File: config.mk
export PLATFORM = sky130hd
export DESIGN_NAME = che_front
export DESIGN_NICKNAME = d
export VERILOG_FILES = /design/src/hw/rtl/che_pkg.sv /design/src/hw/rtl/che_front.sv
export SDC_FILE = /design/constraint.sdc
export NUM_CORES = 1
export LEC_CHECK = 0
export BUFFER_PORTS_ARGS = -buffer_cell sky130_fd_sc_hd__buf_2
export CAP_MARGIN = 20
export CORE_MARGIN = 1
export CORE_UTILIZATION = 35
export DETAILED_ROUTE_END_ITERATION = 12
export PLACE_DENSITY = 0.67
export SYNTH_ARGS = -nofsm -noshare
export SYNTH_HDL_FRONTEND = slang
export SYNTH_SLANG_ARGS = --single-unit
File: constraint.sdc
create_clock -name aclk -period 9.4 [get_ports aclk]
set_clock_uncertainty 0.1 [all_clocks]
set_input_delay 2.35 -clock aclk [delete_from_list [all_inputs] [get_ports aclk]]
set_output_delay 2.35 -clock aclk [all_outputs]
set_load 0.02 [all_outputs]
File: src/hw/rtl/che_pkg.sv
// Shared types and codes for the cuckoo hash insert engine.
`timescale 1ns / 1ps
package che_pkg;

    // function codes carried in s_tuser
    localparam logic [1:0] FUNC_INSERT     = 2'd0;
    localparam logic [1:0] FUNC_READ_BIN   = 2'd1;
    localparam logic [1:0] FUNC_READ_STASH = 2'd2;

    // result status codes carried in m_tuser
    localparam logic [1:0] STAT_PLACED  = 2'd0;
    localparam logic [1:0] STAT_STASHED = 2'd1;
    localparam logic [1:0] STAT_REJECT  = 2'd2;
    localparam logic [1:0] STAT_READ    = 2'd3;

    // configuration register indexes (byte address 4*index)
    localparam logic [1:0] REG_HASH_COUNT  = 2'd0;
    localparam logic [1:0] REG_MAX_KICKS   = 2'd1;
    localparam logic [1:0] REG_STASH_LIMIT = 2'd2;
    localparam logic [1:0] REG_DUMMY_FILL  = 2'd3;

    localparam int PADDR_W   = 4;
    localparam int IN_ADDR_W = 12;
    localparam int QUEUE_DEPTH = 2;

    typedef struct packed {
        logic [1:0]  hash_count;
        logic [15:0] max_kicks;
        logic [2:0]  stash_limit;
        logic [7:0]  dummy_fill;
    } cfg_t;

    typedef struct packed {
        logic [1:0]  status;
        logic [15:0] kick_count;
        logic        occupied;
        logic [15:0] entry_id;
        logic [63:0] entry_value;
    } res_t;

    typedef enum logic [1:0] {
        FE_IDLE,
        FE_REDUCE,
        FE_PUSH
    } fe_state_t;

    typedef enum logic [3:0] {
        BK_CLEAR,
        BK_IDLE,
        BK_PROBE_RD,
        BK_PROBE_CHK,
        BK_EVICT_RD,
        BK_EVICT_WR,
        BK_STASH,
        BK_BIN_RD,
        BK_BIN_CHK,
        BK_RESULT
    } bk_state_t;

endpackage

File: src/hw/rtl/che_front.sv
// Front end: accepts items, folds bin addresses into the table range, queues commands.
`timescale 1ns / 1ps
module che_front
    import che_pkg::*;
#(
    parameter int NUM_BINS = 4096,
    parameter int TAG_BITS = 64
) (
    input  logic          aclk,
    input  logic          aresetn,
    input  logic          hold,
    input  logic          s_tvalid,
    output logic          s_tready,
    input  logic [127:0]  s_tdata,
    input  logic [1:0]    s_tuser,
    output logic          push,
    output logic [2+16+4*$clog2(NUM_BINS)+IN_ADDR_W+TAG_BITS-1:0] push_data,
    input  logic          full
);

    localparam int AW = $clog2(NUM_BINS);

    function automatic int red_steps(int nb);
        int s;
        s = 0;
        for (int k = 0; k < IN_ADDR_W; k++) begin
            if ((longint'(nb) << k) < (longint'(1) << IN_ADDR_W)) begin
                s = k + 1;
            end
        end
        return s;
    endfunction

    function automatic longint red_top(int nb, int steps);
        return (steps > 0) ? (longint'(nb) << (steps - 1)) : longint'(0);
    endfunction

    localparam int RED_STEPS = red_steps(NUM_BINS);
    localparam logic [IN_ADDR_W-1:0] RED_TOP = IN_ADDR_W'(red_top(NUM_BINS, RED_STEPS));
    localparam logic [3:0] LAST_STEP = 4'((RED_STEPS > 0) ? RED_STEPS - 1 : 0);

    fe_state_t state_reg, state_next;

    logic [IN_ADDR_W-1:0] lane_reg [4];
    logic [IN_ADDR_W-1:0] sub_reg;
    logic [3:0]           step_reg;
    logic [1:0]           func_reg;
    logic [15:0]          id_reg;
    logic [IN_ADDR_W-1:0] ri_raw_reg;
    logic [TAG_BITS-1:0]  tag_reg;
    logic                 s_accept;

    assign s_accept = s_tvalid && s_tready;

    always_comb begin
        state_next = state_reg;
        case (state_reg)
            FE_IDLE: begin
                if (s_accept) begin
                    state_next = (RED_STEPS == 0) ? FE_PUSH : FE_REDUCE;
                end
            end
            FE_REDUCE: begin
                if (step_reg == LAST_STEP) begin
                    state_next = FE_PUSH;
                end
            end
            FE_PUSH: begin
                if (!full) begin
                    state_next = FE_IDLE;
                end
            end
            default: state_next = FE_IDLE;
        endcase
    end

    always_comb begin
        s_tready = (state_reg == FE_IDLE) && !hold;
        push     = (state_reg == FE_PUSH);
    end

    assign push_data = {tag_reg, ri_raw_reg, AW'(lane_reg[3]), AW'(lane_reg[2]),
                        AW'(lane_reg[1]), AW'(lane_reg[0]), id_reg, func_reg};

    always_ff @(posedge aclk) begin
        if (!aresetn) begin
            state_reg <= FE_IDLE;
        end else begin
            state_reg <= state_next;
        end
    end

    // conditional subtract of the table size, largest multiple first
    always_ff @(posedge aclk) begin
        if (s_accept) begin
            func_reg    <= s_tuser;
            id_reg      <= s_tdata[15:0];
            lane_reg[0] <= s_tdata[27:16];
            lane_reg[1] <= s_tdata[39:28];
            lane_reg[2] <= s_tdata[51:40];
            lane_reg[3] <= s_tdata[127:116];
            ri_raw_reg  <= s_tdata[127:116];
            tag_reg     <= TAG_BITS'(s_tdata[115:52]);
            sub_reg     <= RED_TOP;
            step_reg    <= '0;
        end else if (state_reg == FE_REDUCE) begin
            for (int i = 0; i < 4; i++) begin
                if (lane_reg[i] >= sub_reg) begin
                    lane_reg[i] <= lane_reg[i] - sub_reg;
                end
            end
            sub_reg  <= sub_reg >> 1;
            step_reg <= step_reg + 1'b1;
        end
    end

endmodule

==> flow_metrics.tcl <==
set metrics [dict create \
    worstReg2RegEnd "lane_reg[0][22]$_DFFE_PP_" \
    antenna_cells 0 \
    peakVddDrop_v 0.000121 \
    report.final.slew_viol_count 0 \
    yosysWarningCount 0 \
    start_util 0.367 \
    h-tree-depth 4 \
    portBuffers 278 \
    whs_endpoint "state_reg[1]$_SDFFE_PN0P_" \
    fmax_mhz 193 \
    met1_usage 0.142 \
    ys_seq_area_frac 0.970 \
    post_cts_buffers 0 \
    clkPwrFrac 0.420 \
    ys_seq_elements 131 \
    antenna_found_initial 0 \
    drtAntennaViolNets 0 \
    end_kind "primary output" \
    cts_root_buf "clkbuf_16" \
    syn_inst 147 \
    slew_headroom 0.455 \
    grt.met2_usage 0.259 \
    cts_buffer_depth 2 \
    p_sw_w 0.000281 \
    grt_pass1_wl_um 12400 \
    vias_per_cell 4.29 \
    grt_overflow 0 \
    wl_per_cell_um 15.6 \
    finalSetupViolCount 0 \
    syn_avg_cell_area_um2 27.5 \
    synth_flop_cell "edfxtp_1" \
    outcome "completed" \
    worst-r2r-cell-count 2 \
    use_met3 0.0836 \
    final_hold_viol_count 0 \
    reg2reg_setup_slack_ns 7.66 \
    timing_worst_setup_path_type "in2out" \
    postCtsHoldBufs 0 \
    min_period_ns 5.19 \
    p_int_w 0.00106 \
    num_rows 38 \
    yosys.area.top_type "edfxtp_1" \
    grt_pass1_vias 2518 \
    clock_latency_ns 0.40 \
    yosys.cell_types.count 7 \
    startpoint "hold" \
    final.setup.worst_slack_ns 4.21 \
    crit_arrival_ns 2.74 \
    syn_area_um2 4050 \
    grt_max_degree 69 \
    min_period_over_period 0.552 \
    powerDensity_nw_per_um2 223 \
    synth_top_cell_area_share 0.965 \
    routabilityCongestion 0.791 \
    rr_startpoint "state_reg[1]$_SDFFE_PN0P_" \
    whs_path_depth 2 \
    busiest_layer "met2" \
    dp_slack_ns 4.21 \
    die_x_um 110 \
    fill_cells 923 \
    drc_errors 0 \
    cp_max_fo 2 \
    clkSlewWorstSetupHoldPaths_ns 0.05 \
    ys_top_cells_by_area "edfxtp_1, buf_4, dfxtp_1" \
    syn_to_final_growth_pct 49.5 \
    cts_buffers 17 \
    power_frac_comb 0.074 \
    synthTopCellsByCount "edfxtp_1, buf_4" \
    drt-total-wl_um 9100 \
    worstHoldStart "state_reg[1]$_SDFFE_PN0P_" \
    async_reset_ff_frac 0 \
    p_sw_frac 0.209 \
    largest_reg_flops 64 \
    drive_gt1_frac 0.691 \
    cts_sinks 131 \
    cts.repair.resized 0 \
    setup-tns-final_ns 0 \
    whs_ns 0.597 \
    hold_path.class "reg2reg" \
    num_vias 2503 \
    grt_usage 0.151 \
    yosys.cell_count.top_type "edfxtp_1" \
    drv_cap 0 \
    cp-start-kind "primary input" \
    dieArea_um2 12000 \
    required_ns 6.95 \
    hpwl_um 7030 \
    drt_iter0_markers 64 \
    fin_nets 569 \
    syn_nets 282 \
    pin_count 279 \
    die_h_um 110 \
    synth_edf_count 130 \
    tritoncts "yes" \
    worst_pin_slew_ns 0.817 \
    core_region_area_um2 11000 \
    p_leak_nw 2.59 \
    rsz0062_at_grt "false" \
    pwr-share-seq 0.506 \
    dr.pass1.iters 4 \
]
-- critical path, stage by stage --
cell and delay [ns]:
buf_2 0.12, nor2_1 0.09, buf_2 0.17
-- worst max path at each step --
stage,to,cells after the start
floorplan,func_reg[0]$_DFFE_PP_,1
global placement,s_tready,3
detailed placement,s_tready,3
CTS,s_tready,3
global route,s_tready,3
finish,s_tready,3
-- per-layer routing --
layer / routed length (um) / vias up
met5: 0 / -
met4: 190 / 0
met3: 1060 / 16
met2: 4660 / 182
met1: 3190 / 1161
li1: - / 1144
-- power by group through the flow --
| stage | combinational [W] | sequential (W) | clock (W) |
|---|---|---|---|
| 3_5_place_dp | 0.000101 | 0.000693 | 0 |
| 3_3_place_gp | 0.0000990 | 0.000692 | 0 |
| 5_1_grt | 0.000107 | 0.000683 | 0.000605 |
| 4_1_cts | 0.000101 | 0.000681 | 0.000581 |
| 6_report | 0.0000991 | 0.000681 | 0.000565 |
| 2_1_floorplan | 0.0000153 | 0.000728 | 0 |
-- per-stage QoR --
stage                     area, um^2  instances  utilization  power [W]
after floorplan                 4050        147            -   0.000744
after global routing            6050        583        0.548    0.00139
after detailed placement        5540        555        0.502   0.000794
after CTS                       6050        583        0.548    0.00136
final                           6050        583        0.548    0.00135
after global placement          5540        555        0.502   0.000791
-- cell usage in the layout (no fill, tap or decap), drive strengths merged --
master,synthesis,routed
nor2,1,1
bufinv,0,1
dfxtp,1,1
clkinv,0,6
clkinvlp,0,1
nor3b,1,1
and2,1,1
buf,12,280
clkbuf,0,20
o21a,1,1
edfxtp,130,130
-- cell type report --
type / instances / area [um^2] / share of cell area
repair buffers: 280 / 1410 / 0.233
clock inverters: 8 / 66.3 / 0.0110
flip-flops and latches: 131 / 3920 / 0.649
clock buffers: 20 / 437 / 0.0722
multi-input cells: 4 / 37.5 / 0.00621
well taps: 140 / 175 / 0.0290
-- cells by family after synthesis --
logic type | count (synthesis) | share of synthesized area
compound gates | 1 | 0.00186
buf+inv | 12 | 0.0223
flops | 131 | 0.970
simple gates | 3 | 0.00588
(Power assumes the default switching activity.)
