### src/hw/rtl/che_fifo.sv
// Small command queue between the front end and the insert engine.
`timescale 1ns / 1ps
module che_fifo #(
    parameter int WIDTH = 8,
    parameter int DEPTH = 2
) (
    input  logic             aclk,
    input  logic             aresetn,
    input  logic             push,
    input  logic [WIDTH-1:0] push_data,
    output logic             full,
    input  logic             pop,
    output logic [WIDTH-1:0] pop_data,
    output logic             empty
);

    localparam int PW = (DEPTH > 1) ? $clog2(DEPTH) : 1;
    localparam int CW = $clog2(DEPTH + 1);

    logic [WIDTH-1:0] slot_reg [DEPTH];
    logic [PW-1:0]    wr_ptr_reg, wr_ptr_next;
    logic [PW-1:0]    rd_ptr_reg, rd_ptr_next;
    logic [CW-1:0]    count_reg, count_next;
    logic             do_push, do_pop;

    assign full     = (count_reg == CW'(DEPTH));
    assign empty    = (count_reg == '0);
    assign do_push  = push && !full;
    assign do_pop   = pop && !empty;
    assign pop_data = slot_reg[rd_ptr_reg];

    always_comb begin
        wr_ptr_next = wr_ptr_reg;
        rd_ptr_next = rd_ptr_reg;
        count_next  = count_reg;
        if (do_push) begin
            wr_ptr_next = (wr_ptr_reg == PW'(DEPTH - 1)) ? '0 : wr_ptr_reg + 1'b1;
        end
        if (do_pop) begin
            rd_ptr_next = (rd_ptr_reg == PW'(DEPTH - 1)) ? '0 : rd_ptr_reg + 1'b1;
        end
        if (do_push && !do_pop) begin
            count_next = count_reg + 1'b1;
        end else if (do_pop && !do_push) begin
            count_next = count_reg - 1'b1;
        end
    end

    always_ff @(posedge aclk) begin
        if (!aresetn) begin
            wr_ptr_reg <= '0;
            rd_ptr_reg <= '0;
            count_reg  <= '0;
        end else begin
            wr_ptr_reg <= wr_ptr_next;
            rd_ptr_reg <= rd_ptr_next;
            count_reg  <= count_next;
        end
    end

    always_ff @(posedge aclk) begin
        if (do_push) begin
            slot_reg[wr_ptr_reg] <= push_data;
        end
    end

endmodule

### config.mk
export PLATFORM = sky130hd
export DESIGN_NAME = che_fifo
export DESIGN_NICKNAME = d
export VERILOG_FILES = /design/src/hw/rtl/che_fifo.sv
export SDC_FILE = /design/constraint.sdc
export NUM_CORES = 1
export LEC_CHECK = 0
export ABC_AREA = 1
export BUFFER_PORTS_ARGS = -buffer_cell sky130_fd_sc_hd__buf_4
export CAP_MARGIN = 20
export CORE_ASPECT_RATIO = 0.7
export CORE_MARGIN = 2
export CORE_UTILIZATION = 43
export CTS_BUF_LIST = sky130_fd_sc_hd__clkbuf_4 sky130_fd_sc_hd__clkbuf_8 sky130_fd_sc_hd__clkbuf_16
export DETAILED_ROUTE_END_ITERATION = 10
export PLACE_DENSITY = 0.72
export SLEW_MARGIN = 20
export SYNTH_ARGS = -nofsm -noshare
export SYNTH_HDL_FRONTEND = slang
export SYNTH_SLANG_ARGS = --single-unit
### constraint.sdc
create_clock -name aclk -period 2.3 [get_ports aclk]
set_input_delay 0.115 -clock aclk [delete_from_list [all_inputs] [get_ports aclk]]
set_output_delay 0.115 -clock aclk [all_outputs]
set_load 0.1 [all_outputs]
==> impl_metrics.xml <==
<?xml version="1.0" encoding="UTF-8"?>
<metrics>
  <group name="clocking">
    <metric name="clock_insertion_delay_worst_skew" unit="ps">290</metric>
    <metric name="cts_hold_buf" unit="">8</metric>
    <metric name="postCtsResizedCells" unit="">0</metric>
    <metric name="post_cts_setup_inserts" unit="">0</metric>
    <metric name="tritoncts_num_sinks" unit="">21</metric>
    <metric name="root_buffer" unit="">clkbuf_4</metric>
    <metric name="cts.htree.levels" unit="">1</metric>
    <metric name="cts.path.max_buffers" unit="">2</metric>
    <metric name="cts_inserted_buffers" unit="">3</metric>
    <metric name="tritoncts" unit="">built</metric>
    <metric name="path_clk_slew" unit="ps">100</metric>
  </group>
  <group name="critical_path">
    <metric name="critical_path_peak_fanout" unit="">8</metric>
    <metric name="reg2reg_depth" unit="">2</metric>
    <metric name="path_class" unit="">reg2out</metric>
    <metric name="timing.critical_path.required" unit="ps">2180</metric>
    <metric name="setup.reg_to_reg.worst_slack" unit="ps">800</metric>
    <metric name="reg2reg_launch_point" unit="">count_reg[0]</metric>
    <metric name="crit_arrival" unit="ps">1450</metric>
    <metric name="critical_path.endpoint_type" unit="">output pin</metric>
    <metric name="delay_of_the_slowest_cell_on_the_worst_path" unit="ps">540</metric>
    <metric name="r2r-end" unit="">slot_reg[1][2]</metric>
    <metric name="critPathLaunchType" unit="">flip-flop</metric>
    <metric name="timing.critical_path.cells" unit="">mux2_2, buf_4</metric>
    <metric name="slowest_stage" unit="">dfxtp_1</metric>
  </group>
  <group name="min_path">
    <metric name="min_path_type" unit="">in2reg</metric>
    <metric name="startpoint_of_the_most_critical_hold_path" unit="">aresetn</metric>
    <metric name="whs_path_depth" unit="">3</metric>
    <metric name="min_delay_worst_endpoint" unit="">count_reg[1]</metric>
  </group>
  <group name="sta">
    <metric name="setup_tns" unit="ps">0</metric>
    <metric name="timing_worst_slew_pin_value" unit="ps">735.0</metric>
    <metric name="setup_violations" unit="">0</metric>
    <metric name="finalHoldViolCount" unit="">0</metric>
    <metric name="fin_worst_skew" unit="ps">2.335</metric>
    <metric name="rsz0062_at_grt" unit="">false</metric>
    <metric name="achievable-frequency" unit="MHz">639.8</metric>
    <metric name="final.period_utilization" unit="%">67.95</metric>
    <metric name="max_slew_margin" unit="%">50.82</metric>
    <metric name="timing_max_transition_violations_final" unit="">0</metric>
    <metric name="fin_crit" unit="ps">1563</metric>
  </group>
  <group name="power">
    <metric name="static-leakage-power" unit="nW">0.4627</metric>
    <metric name="seq_power_share" unit="%">35.9</metric>
    <metric name="power.clock.fraction" unit="%">11.8</metric>
    <metric name="cellInternalPower" unit="mW">0.7498</metric>
    <metric name="combPwrFrac" unit="%">52.3</metric>
    <metric name="switchingPower" unit="mW">0.7296</metric>
    <metric name="power_per_cell_area" unit="nW/um^2">1326</metric>
    <metric name="switching_share" unit="%">49.32</metric>
    <metric name="vdd_ir_drop_max" unit="uV">889.4</metric>
  </group>
  <group name="cells_and_area">
    <metric name="finalNonFillerCells" unit="">117</metric>
    <metric name="largest_register_ffs" unit="">16</metric>
    <metric name="layout_cell_share_with_drive_strength_beyond_1" unit="%">38.95</metric>
    <metric name="synthToLayoutAreaGrowth" unit="%">35.56</metric>
    <metric name="finalInstanceArea" unit="um^2">1116</metric>
    <metric name="area.sequential" unit="um^2">580.6</metric>
    <metric name="finish.net_count" unit="">109</metric>
    <metric name="fillCellCount" unit="">159</metric>
    <metric name="num_antenna_cells" unit="">0</metric>
    <metric name="layout_common_cells" unit="">21 x buf_4, 16 x edfxtp_1, 9 x nor2_1</metric>
    <metric name="layout_commonest_cell" unit="">buf_4</metric>
    <metric name="multi_input_comb_area" unit="um^2">206.4</metric>
  </group>
  <group name="grt">
    <metric name="initial_antenna_violation_count" unit="">0</metric>
    <metric name="grt_pass1_wl" unit="mm">1.911</metric>
    <metric name="grt_max_degree" unit="">12</metric>
    <metric name="first_global_vias" unit="">446</metric>
    <metric name="grt.overflow.total" unit="">0</metric>
    <metric name="grtUsageTotal" unit="%">12.01</metric>
  </group>
  <group name="place">
    <metric name="postPlaceCellArea" unit="um^2">1006</metric>
    <metric name="dp.final_hpwl" unit="um">954.2</metric>
    <metric name="dpl.cell_count" unit="">105</metric>
    <metric name="gp_congestion" unit="">0.6969</metric>
    <metric name="port-buffer-count" unit="">21</metric>
  </group>
  <group name="yosys">
    <metric name="yosys.area.top_type" unit="">edfxtp_1</metric>
    <metric name="synth.top_cell.area_share" unit="%">58.36</metric>
    <metric name="post_synth_xor_area_fraction" unit="%">0</metric>
    <metric name="synth-simple-area-share" unit="%">9.422</metric>
    <metric name="synth.avg_cell_area" unit="um^2">13.07</metric>
    <metric name="synth_adder_area_share" unit="%">1.520</metric>
    <metric name="ffs_latches_synth" unit="">21</metric>
    <metric name="dominant_combinational_cell_family_by_area_after_synthesis" unit="">multiplexers</metric>
    <metric name="synth_area_leaders" unit="">edfxtp_1 58%, dfxtp_1 12%, mux2_2 11%</metric>
    <metric name="mappedNetlistNets" unit="">76</metric>
    <metric name="synth.area.mux_share" unit="%">10.94</metric>
    <metric name="synth_sequential_area_ratio" unit="%">70.52</metric>
    <metric name="synthesis.area" unit="um^2">823.3</metric>
    <metric name="syn-instance-count" unit="">63</metric>
    <metric name="ys_warn_count" unit="">0</metric>
    <metric name="synth.lib_cells_used.distinct" unit="">15</metric>
    <metric name="synth_compound_gate_area_share" unit="%">2.888</metric>
  </group>
  <group name="route">
    <metric name="vias_per_cell" unit="">4.581</metric>
    <metric name="route.final.wire_length" unit="mm">1.337</metric>
    <metric name="dr.pass1.iters" unit="">4</metric>
    <metric name="routedWlPerCell" unit="um">11.43</metric>
    <metric name="dr_total_vias" unit="">536</metric>
    <metric name="number_of_nets_with_antenna_violations_after_detailed_routing" unit="">0</metric>
    <metric name="drc" unit="">0</metric>
    <metric name="drt_first_iter_violations" unit="">12</metric>
  </group>
  <group name="floorplan">
    <metric name="total_die_area" unit="um^2">2286</metric>
    <metric name="total_core_area" unit="um^2">1838</metric>
    <metric name="die_w" unit="um">56.30</metric>
    <metric name="start_util" unit="%">44.79</metric>
    <metric name="design.portCount" unit="">22</metric>
    <metric name="die_h" unit="um">40.61</metric>
    <metric name="standard_cell_row_count" unit="">13</metric>
  </group>
  <group name="job">
    <metric name="cap_violations" unit="">0</metric>
  </group>
  <group name="run_status">
    <metric name="outcome" unit="">finished, final reports clean</metric>
  </group>
</metrics>
==> final cells by class <==
class                      count  area share [%]
sequential                    21           52.02
inverter                       9           3.027
multi-input combinational     32           18.50
timing repair buffer          29           21.30
tap                           22           2.466
clock buffer                   4           2.691
==> worst max-delay path by stage <==
| stage | from | to | slack [ps] | cells after the start |
|---|---|---|---|---|
| 6_report | flip-flop | pop_data[1] | 740 | 2 |
| 5_1_grt | flip-flop | pop_data[5] | 670 | 2 |
| 4_1_cts | flip-flop | pop_data[1] | 700 | 2 |
| 3_5_place_dp | count_reg[0] | slot_reg[1][1] | 820 | 2 |
| 3_3_place_gp | count_reg[0] | slot_reg[0][7] | 870 | 2 |
| 2_1_floorplan | count_reg[0] | count_reg[1] | 370 | 9 |
==> power groups by stage <==
stage	Sequential, mW	Combinational (mW)	Clock [mW]
global placement	0.538	0.754	0
CTS	0.533	0.777	0.185
detailed placement	0.541	0.765	0
finish	0.532	0.773	0.174
floorplan	0.519	0.640	0
global route	0.542	0.813	0.196
==> logic make-up (layout without fill, tap and decap cells) <==
family | count (synthesis) | in the layout
flip-flops | 21 | 21
buffers and inverters | 10 | 42
AND/OR/NAND/NOR | 19 | 19
AO/OA/AOI/OAI | 4 | 4
adder cells (fa/ha/maj) | 1 | 1
multiplexers | 8 | 8
==> synth_stat cells <==
library cell  number
a21oi_1            1
buf_2              1
dfxtp_1            5
edfxtp_1          16
ha_1               1
inv_1              8
inv_2              1
mux2_2             8
nand2_1            6
nand3_1            1
nand4_1            1
nor2_1            10
nor2_2             1
o21ai_0            2
o21ai_2            1
==> per-stage QoR <==
| step | hold WS, ps | setup WS (ps) | util, % | total power, mW |
|---|---|---|---|---|
| after global placement | 300.1 | 869.8 | 54.73 | 1.291 |
| after detailed placement | 304.1 | 815.8 | 54.73 | 1.307 |
| after floorplan | 213.9 | 370.5 | - | 1.159 |
| after CTS | 65.53 | 703.0 | 60.72 | 1.496 |
| after global routing | 74.67 | 666.6 | 60.72 | 1.551 |
| final | 75.83 | 737.1 | 60.72 | 1.479 |
==> per-layer routing <==
| layer | GRT usage, % | share of wire (%) | up-vias |
|---|---|---|---|
| li1 | - | - | 277 |
| met4 | 3.571 | 0 | 0 |
| met1 | 14.29 | 43 | 244 |
| met2 | 21.18 | 52 | 15 |
| met3 | 4.732 | 5.6 | 0 |
| met5 | 0 | 0 | - |
==> critical path, delay by kind of cell, from the launching register on <==
kind / cells / cell delay [ps]
muxes: 1 / 380
buffers and inverters: 1 / 230
DFF: 1 / 540
No activity file was read; power rests on OpenSTA's default activity.
